`config.mk`:
```
export PLATFORM = sky130hd
export DESIGN_NAME = microstep_phase_current_generator
export DESIGN_NICKNAME = d
export VERILOG_FILES = /design/src/rtl/core/mpcg_pkg.sv /design/src/rtl/core/microstep_phase_current_generator.sv
export SDC_FILE = /design/constraint.sdc
export NUM_CORES = 1
export LEC_CHECK = 0
export BUFFER_PORTS_ARGS = -buffer_cell sky130_fd_sc_hd__buf_2
export CORE_UTILIZATION = 40
export DETAILED_ROUTE_END_ITERATION = 7
export SYNTH_ARGS = -nofsm -noshare
export SYNTH_HDL_FRONTEND = slang
export SYNTH_SLANG_ARGS = --single-unit
```
`constraint.sdc`:
```
create_clock -name clk -period 5.14 [get_ports clk]
set_input_delay 0.257 -clock clk [delete_from_list [all_inputs] [get_ports clk]]
set_output_delay 0.257 -clock clk [all_outputs]
set_load 0.02 [all_outputs]
```
`src/rtl/core/mpcg_pkg.sv`:
```
// Shared constants, types and table functions for the microstep phase current generator.
`default_nettype none

package mpcg_pkg;

  // command codes
  localparam logic [1:0] KIND_DRIVE = 2'd0;
  localparam logic [1:0] KIND_SLEEP = 2'd1;
  localparam logic [1:0] KIND_BRAKE = 2'd2;
  localparam logic [1:0] KIND_SPARE = 2'd3;

  localparam int TABLE_SIZE      = 1024;
  localparam int AMPLITUDE_SHIFT = 12;
  localparam int PHASE_W         = $clog2(TABLE_SIZE);
  localparam int QUARTER         = TABLE_SIZE / 4;
  localparam int QOFS_W          = PHASE_W - 2;

  localparam int KIND_W = 2;
  localparam int COUNT_W = 10;
  localparam int CUR_W  = 13;
  localparam int MAG_W  = 12;
  localparam int DUTY_W = 10;

  localparam logic [MAG_W-1:0] MAX_MA    = 12'd3300;
  localparam logic [MAG_W-1:0] TAB_PEAK  = 12'hFFF;
  localparam logic [12:0]      SCALE_NUM = 13'd5083;
  localparam int               SCALE_W   = MAG_W + 13;
  localparam int               PROD_W    = 2 * MAG_W;

  localparam real PI       = 3.14159265358979323846;
  localparam real STEP_RAD = 2.0 * PI / real'(TABLE_SIZE);

  typedef logic [MAG_W-1:0] qtab_t [QUARTER];

  typedef struct packed {
    logic             neg;
    logic [MAG_W-1:0] mag;
  } tab_val_t;

  // first quadrant of round(4095*sin(2*pi*i/TABLE_SIZE)), built at elaboration
  function automatic qtab_t build_qtab();
    qtab_t t;
    real   a;
    for (int k = 0; k < QUARTER; k++) begin
      a = 4095.0 * $sin(STEP_RAD * real'(k));
      t[k] = MAG_W'($rtoi(a + 0.5));
    end
    return t;
  endfunction

  localparam qtab_t QTAB = build_qtab();

  // fold the full period onto the quarter table
  function automatic tab_val_t sine_lookup(input logic [PHASE_W-1:0] idx);
    tab_val_t         r;
    logic [1:0]       q;
    logic [QOFS_W-1:0] o;
    q = idx[PHASE_W-1 -: 2];
    o = idx[QOFS_W-1:0];
    if (q[0]) begin
      if (o == '0) r.mag = TAB_PEAK;
      else         r.mag = QTAB[QOFS_W'(-o)];
    end else begin
      r.mag = QTAB[o];
    end
    r.neg = q[1] && (r.mag != '0);
    return r;
  endfunction

  // scale table magnitude by amplitude, saturate at 12 bits, drop two bits
  function automatic logic [DUTY_W-1:0] coil_duty(input logic [MAG_W-1:0] amp,
                                                 input logic [MAG_W-1:0] mag);
    logic [PROD_W-1:0] prod;
    logic [PROD_W-1:0] shifted;
    logic [MAG_W-1:0]  v;
    prod    = amp * mag;
    shifted = prod >> AMPLITUDE_SHIFT;
    if (shifted > PROD_W'(TAB_PEAK)) v = TAB_PEAK;
    else                             v = shifted[MAG_W-1:0];
    return v[MAG_W-1 -: DUTY_W];
  endfunction

endpackage

`default_nettype wire

```
`src/rtl/core/microstep_phase_current_generator.sv`:
```
// Microstep phase current generator: three-stage pipeline from command word to bridge settings.
`default_nettype none

// One command word enters per cycle unless the output stalls, and passes
// through the stage registers in order. Stage one takes the current
// magnitude and the two phase indices, stage two reads the quarter-wave sine
// table and scales the current, stage three does the two coil multiplies and
// holds the result in the output register. The whole pipeline advances when
// the output register is empty or being taken, so in_ready follows out_ready
// within the same cycle. Sleep gives zero duty with all pins low, brake zero
// duty with all pins high, and the unused kind code behaves as sleep.
module microstep_phase_current_generator (
  input  wire logic                              clk,
  input  wire logic                              rst_n,
  input  wire logic                              in_valid,
  output      logic                              in_ready,
  input  wire logic [mpcg_pkg::KIND_W-1:0]        in_kind,
  input  wire logic [mpcg_pkg::COUNT_W-1:0]       in_phase_count,
  input  wire logic signed [mpcg_pkg::CUR_W-1:0]  in_current_ma,
  output      logic                              out_valid,
  input  wire logic                              out_ready,
  output      logic [mpcg_pkg::DUTY_W-1:0]        out_duty_a,
  output      logic [mpcg_pkg::DUTY_W-1:0]        out_duty_b,
  output      logic                              out_a_plus,
  output      logic                              out_a_minus,
  output      logic                              out_b_plus,
  output      logic                              out_b_minus
);

  logic advance;

  // stage one
  logic                                s1_valid_r;
  logic [mpcg_pkg::KIND_W-1:0]         s1_kind_r;
  logic [mpcg_pkg::PHASE_W-1:0]        s1_idx_a_r, s1_idx_b_r;
  logic [mpcg_pkg::MAG_W-1:0]          s1_mag_r;
  logic [mpcg_pkg::CUR_W-1:0]          abs_cur;
  logic [mpcg_pkg::MAG_W-1:0]          s1_mag_nxt;
  logic [mpcg_pkg::PHASE_W-1:0]        idx_b_nxt;

  // stage two
  logic                                s2_valid_r;
  logic [mpcg_pkg::KIND_W-1:0]         s2_kind_r;
  mpcg_pkg::tab_val_t                  s2_tab_a_r, s2_tab_b_r;
  logic [mpcg_pkg::MAG_W-1:0]          s2_amp_r;
  logic [mpcg_pkg::SCALE_W-1:0]        scaled;

  // output stage
  logic                                out_valid_r;
  logic [mpcg_pkg::DUTY_W-1:0]         duty_a_r, duty_b_r, duty_a_nxt, duty_b_nxt;
  logic                                a_plus_r, a_minus_r, b_plus_r, b_minus_r;
  logic                                a_plus_nxt, a_minus_nxt, b_plus_nxt, b_minus_nxt;

  assign advance  = !out_valid_r || out_ready;
  assign in_ready = advance;

  always_comb begin
    // two's complement negate; the most negative code maps to 4096 unsigned
    abs_cur = in_current_ma[mpcg_pkg::CUR_W-1] ? mpcg_pkg::CUR_W'(-in_current_ma)
                                               : mpcg_pkg::CUR_W'(in_current_ma);
    if (abs_cur > mpcg_pkg::CUR_W'(mpcg_pkg::MAX_MA)) s1_mag_nxt = mpcg_pkg::MAX_MA;
    else s1_mag_nxt = abs_cur[mpcg_pkg::MAG_W-1:0];
    idx_b_nxt = mpcg_pkg::PHASE_W'(in_phase_count);
  end

  always_ff @(posedge clk) begin
    if (!rst_n) begin
      s1_valid_r <= 1'b0;
    end else if (advance) begin
      s1_valid_r <= in_valid;
    end
    if (advance) begin
      s1_kind_r  <= in_kind;
      s1_mag_r   <= s1_mag_nxt;
      s1_idx_b_r <= idx_b_nxt;
      s1_idx_a_r <= idx_b_nxt + mpcg_pkg::PHASE_W'(mpcg_pkg::QUARTER);
    end
  end

  assign scaled = s1_mag_r * mpcg_pkg::SCALE_NUM;

  always_ff @(posedge clk) begin
    if (!rst_n) begin
      s2_valid_r <= 1'b0;
    end else if (advance) begin
      s2_valid_r <= s1_valid_r;
    end
    if (advance) begin
      s2_kind_r  <= s1_kind_r;
      s2_tab_a_r <= mpcg_pkg::sine_lookup(s1_idx_a_r);
      s2_tab_b_r <= mpcg_pkg::sine_lookup(s1_idx_b_r);
      s2_amp_r   <= scaled[12 +: mpcg_pkg::MAG_W];
    end
  end

  always_comb begin
    duty_a_nxt  = '0;
    duty_b_nxt  = '0;
    a_plus_nxt  = 1'b0;
    a_minus_nxt = 1'b0;
    b_plus_nxt  = 1'b0;
    b_minus_nxt = 1'b0;
    priority if (s2_kind_r == mpcg_pkg::KIND_DRIVE) begin
      duty_a_nxt  = mpcg_pkg::coil_duty(s2_amp_r, s2_tab_a_r.mag);
      duty_b_nxt  = mpcg_pkg::coil_duty(s2_amp_r, s2_tab_b_r.mag);
      // zero entry drives both pins high
      a_plus_nxt  = !s2_tab_a_r.neg;
      a_minus_nxt = s2_tab_a_r.neg || (s2_tab_a_r.mag == '0);
      b_plus_nxt  = !s2_tab_b_r.neg;
      b_minus_nxt = s2_tab_b_r.neg || (s2_tab_b_r.mag == '0);
    end else if (s2_kind_r == mpcg_pkg::KIND_BRAKE) begin
      a_plus_nxt  = 1'b1;
      a_minus_nxt = 1'b1;
      b_plus_nxt  = 1'b1;
      b_minus_nxt = 1'b1;
    end else begin
      // sleep and the unused code: all pins low
      a_plus_nxt  = 1'b0;
    end
  end

  always_ff @(posedge clk) begin
    if (!rst_n) begin
      out_valid_r <= 1'b0;
    end else if (advance) begin
      out_valid_r <= s2_valid_r;
    end
    if (advance) begin
      duty_a_r  <= duty_a_nxt;
      duty_b_r  <= duty_b_nxt;
      a_plus_r  <= a_plus_nxt;
      a_minus_r <= a_minus_nxt;
      b_plus_r  <= b_plus_nxt;
      b_minus_r <= b_minus_nxt;
    end
  end

  assign out_valid   = out_valid_r;
  assign out_duty_a  = duty_a_r;
  assign out_duty_b  = duty_b_r;
  assign out_a_plus  = a_plus_r;
  assign out_a_minus = a_minus_r;
  assign out_b_plus  = b_plus_r;
  assign out_b_minus = b_minus_r;

endmodule

`default_nettype wire

```
==> impl_metrics.py <==
metrics = {
    "layout": {
        "fillers": 5234,
        "signed_area_change_from_the_synthesized_netlist_to_the_final_layout_pct": 15.69,
        "drive_above_1_share": 0.1705,
        "final_core_utilization": 0.4710,
        "layout.nets": 3311,
        "num_antenna_cells": 0,
    },
    "floorplan": {
        "coreArea_um2": 54130,
        "floorplan.die_area_um2": 56040,
        "initial_utilization": 0.4071,
        "die_h_um": 236.7,
        "boundaryPins": 55,
        "chipWidth_um": 236.7,
        "placement_rows": 85,
    },
    "cts": {
        "clk_root_buffer_cell": "sky130_fd_sc_hd__clkbuf_16",
        "worst_setup_hold_path_clk_slew_ns": 0.08,
        "tritoncts": "built",
        "tritoncts_num_sinks": 93,
        "cts_buffer_depth": 2,
        "cts-buffers-inserted": 9,
        "clkLatencyLatePin_ns": 0.40,
        "cts-htree-levels": 3,
    },
    "yosys": {
        "synth_async_sr_flop_share": 0,
        "synthesis.yosys.warnings": 0,
        "ys_dominant_reg_cell": "sky130_fd_sc_hd__edfxtp_1",
        "mappedNetlistNets": 3175,
        "synth_enable_flop_cells": 90,
        "synth.most_common_cell": "sky130_fd_sc_hd__inv_1",
        "syn_inst": 2668,
        "total_of_flip_flops_plus_latches_after_synthesis": 93,
        "synth.cell_area_um2": 22040,
        "top_post_synthesis_cells_by_area": "sky130_fd_sc_hd__fa_1 23%, sky130_fd_sc_hd__ha_1 13%, sky130_fd_sc_hd__edfxtp_1 12%",
        "synthTopCellsByCount": "385 x sky130_fd_sc_hd__inv_1, 272 x sky130_fd_sc_hd__nand2_1, 257 x sky130_fd_sc_hd__fa_1",
        "syn_avg_cell_area_um2": 8.260,
        "synth_top_area_share": 0.2335,
        "synth_top_area_cell": "sky130_fd_sc_hd__fa_1",
        "synth.yosys.seq_area_share": 0.1254,
        "netlist-cell-type-count": 89,
    },
    "timing": {
        "maxClockFrequency_mhz": 188.2,
        "timing.final.ws_setup_ns": -0.1740,
        "hold_violations": 0,
        "setup_viol": 13,
        "timing.slew.headroom": 0.2190,
        "layout_min_cycle_time_ns": 5.314,
        "final_min_period_over_clock_period": 1.034,
        "rsz0062_at_grt": "yes",
        "worstMarginPinSlew_ns": 1.162,
        "slew_violations": 0,
        "timing.clock.skew_ns": 0.01884,
        "hold_ws_ns": 0.04063,
    },
    "status": {
        "outcome": "finished with violations",
        "failing_checks": "negative setup slack",
    },
    "routing": {
        "route.antenna.remaining_nets": 0,
        "route.vias.total": 20860,
        "drcViolationCount": 0,
        "routed_wl_um": 78680,
        "post_drt_via_cell_ratio": 5.951,
        "route.detailed.wl_per_inst_um": 22.45,
        "dr.first_iter.drc_count": 2305,
        "drt_pre_antenna_iters": 6,
    },
    "min_path": {
        "min_path_cells": 1,
        "hold_path.class": "in -> reg",
        "worstHoldStart": "in_phase_count[0]",
        "worstHoldEndpoint": "s1_idx_a_r[0]",
    },
    "placement": {
        "placement.setup.worst_slack_ns": -0.3656,
        "io_buffers": 54,
        "sum_of_net_half_perimeters_after_detailed_placement_um": 59550,
        "place.gp.congestion": 0.9702,
    },
    "grt": {
        "via_count_of_the_first_global_routing_pass": 21090,
        "grt_antenna_before_repair": 0,
        "grt_overflow": 0,
        "global_route.usage.total": 0.2810,
        "grt_pass1_wl_um": 122600,
        "grt_start_max_net_pins": 153,
    },
    "worst_setup_path": {
        "cp_max_fo": 4,
        "worst_ep_arrival_time_ns": 5.44,
        "crit_path_end_kind": "flip-flop",
        "path_class": "reg -> reg",
        "critPathRequiredTime_ns": 5.27,
        "setup.worst_path.start_class": "flip-flop",
        "regToRegSetupSlack_ns": -0.17,
        "r2r-end": "out_duty_a[8]",
        "worst-r2r-cell-count": 22,
        "worstSetupStartpoint": "s2_tab_a_r[5]",
        "timing.rr.start": "s2_tab_a_r[5]",
    },
    "job": {
        "max_cap_violations": 0,
    },
}
## worst max-delay path: stages (launching register included)
cell and delay (ns):
sky130_fd_sc_hd__edfxtp_1 0.46, sky130_fd_sc_hd__buf_4 0.19, sky130_fd_sc_hd__buf_6 0.11, sky130_fd_sc_hd__buf_6 0.10, sky130_fd_sc_hd__nand2_2 0.06, sky130_fd_sc_hd__fa_1 0.40
sky130_fd_sc_hd__fa_1 0.49, sky130_fd_sc_hd__inv_1 0.05, sky130_fd_sc_hd__fa_1 0.50, sky130_fd_sc_hd__fa_1 0.53, sky130_fd_sc_hd__inv_2 0.04, sky130_fd_sc_hd__fa_1 0.51
sky130_fd_sc_hd__inv_2 0.05, sky130_fd_sc_hd__ha_4 0.22, sky130_fd_sc_hd__o21a_1 0.09, sky130_fd_sc_hd__o21a_1 0.17, sky130_fd_sc_hd__and3_4 0.16, sky130_fd_sc_hd__a211oi_4 0.27
sky130_fd_sc_hd__buf_6 0.17, sky130_fd_sc_hd__o311ai_4 0.09, sky130_fd_sc_hd__a21oi_2 0.17, sky130_fd_sc_hd__xor2_1 0.16, sky130_fd_sc_hd__nor2_1 0.05
## state kept, by name, summed over array words and instances (netlist names)
register and flops:
out_b_plus 1, s2_kind_r 2, s1_kind_r 2, s1_mag_r 12, s2_tab_b_r 13, out_a_plus 1
out_duty_a 10, s2_valid_r 1, s1_valid_r 1, out_duty_b 10, out_a_minus 1, s1_idx_a_r 10
s2_amp_r 12, out_b_minus 1, s2_tab_a_r 13, s1_idx_b_r 2, out_valid 1
## metal layers
metal  global-route usage  vias up  wire [um]
li1                     -     9430          -
met1               0.3847    10300      33640
met2               0.4499      955      36360
met3              0.04372      178       6055
met4              0.09721        0       2618
met5                    0        -          0
## repair_timing
item                                    in CTS  in global routing
setup buffers                               30                 17
endpoints found under the setup margin      22                 28
gates cloned                                 1                  0
pin swaps                                   50                 51
hold buffers                                 0                  0
resized for setup                           47                 75
endpoints found under the hold margin        0                  0
## layout make-up
class                           count  area, um2  share of cell area
Inverter                          388       1458             0.05718
Tap cell                          696      870.8             0.03416
Sequential cell                    93       2763              0.1084
Multi-Input combinational cell   1980      17500              0.6862
Clock buffer                        9      225.2            0.008834
Timing Repair Buffer              332       2594              0.1017
Clock inverter                      7      88.84            0.003484
## metrics by stage
stage | TNS (ns) | instances | cell area [um2]
floorplan | -0.01203 | 2668 | 22170
global placement | -3.021 | 3442 | 24260
detailed placement | -4.089 | 3442 | 24260
CTS | -1.358 | 3489 | 25010
global route | -5.305 | 3505 | 25490
finish | -1.098 | 3505 | 25490
## worst max path at each step
stage,end,slack (ns),cells after the start
finish,out_duty_a[8],-0.17,22
global route,out_duty_a[8],-0.40,19
CTS,out_duty_a[4],-0.18,20
detailed placement,out_duty_b[8],-0.37,20
global placement,out_duty_a[4],-0.30,18
floorplan,out_duty_a[4],-0.007,20
## kinds of logic (layout without fill, tap and decap cells)
| group | after synthesis | in the layout | synth area share |
|---|---|---|---|
| AND/OR/NAND/NOR | 802 | 802 | 0.1792 |
| AO/OA/AOI/OAI | 618 | 618 | 0.1934 |
| buffers and inverters | 595 | 736 | 0.1051 |
| adder cells (fa/ha/maj) | 478 | 478 | 0.3589 |
| flip-flops | 93 | 93 | 0.1254 |
| XOR/XNOR | 47 | 47 | 0.01953 |
| multiplexers | 35 | 35 | 0.01845 |
## layout by cell type, fill, tap and decap left out, types with 12 or more instances in the layout
cell type / synthesis / layout
sky130_fd_sc_hd__a2111oi_0: 16 / 14
sky130_fd_sc_hd__buf_4: 6 / 241
sky130_fd_sc_hd__xor2_1: 18 / 16
sky130_fd_sc_hd__nand2_1: 272 / 263
sky130_fd_sc_hd__buf_2: 49 / 55
sky130_fd_sc_hd__nand3_1: 52 / 51
sky130_fd_sc_hd__inv_2: 2 / 12
sky130_fd_sc_hd__or2_2: 13 / 13
sky130_fd_sc_hd__nor2_1: 131 / 130
sky130_fd_sc_hd__a21o_1: 13 / 13
sky130_fd_sc_hd__o311ai_0: 18 / 15
sky130_fd_sc_hd__nand4_1: 16 / 16
sky130_fd_sc_hd__a21oi_1: 144 / 136
sky130_fd_sc_hd__o31ai_1: 22 / 20
sky130_fd_sc_hd__o221ai_1: 17 / 16
sky130_fd_sc_hd__nand2b_1: 34 / 33
sky130_fd_sc_hd__o211ai_1: 29 / 29
sky130_fd_sc_hd__a311oi_1: 24 / 23
sky130_fd_sc_hd__edfxtp_1: 90 / 90
sky130_fd_sc_hd__ha_1: 221 / 207
sky130_fd_sc_hd__ha_4: 0 / 12
sky130_fd_sc_hd__mux2i_1: 26 / 26
sky130_fd_sc_hd__o21ai_0: 103 / 97
sky130_fd_sc_hd__xnor2_1: 28 / 21
sky130_fd_sc_hd__fa_1: 257 / 251
sky130_fd_sc_hd__inv_1: 385 / 375
sky130_fd_sc_hd__nor4_1: 13 / 13
sky130_fd_sc_hd__buf_6: 0 / 23
sky130_fd_sc_hd__and2_1: 120 / 117
sky130_fd_sc_hd__or3_1: 13 / 13
sky130_fd_sc_hd__nor3_1: 61 / 61
sky130_fd_sc_hd__a31oi_1: 33 / 33
sky130_fd_sc_hd__o22ai_1: 15 / 15
sky130_fd_sc_hd__a221oi_1: 14 / 14
sky130_fd_sc_hd__a211oi_1: 36 / 33
sky130_fd_sc_hd__nor2b_1: 36 / 34
Power is not shown: default switching activity piles up to over one toggle a cycle in this logic, so the estimate is an artifact.
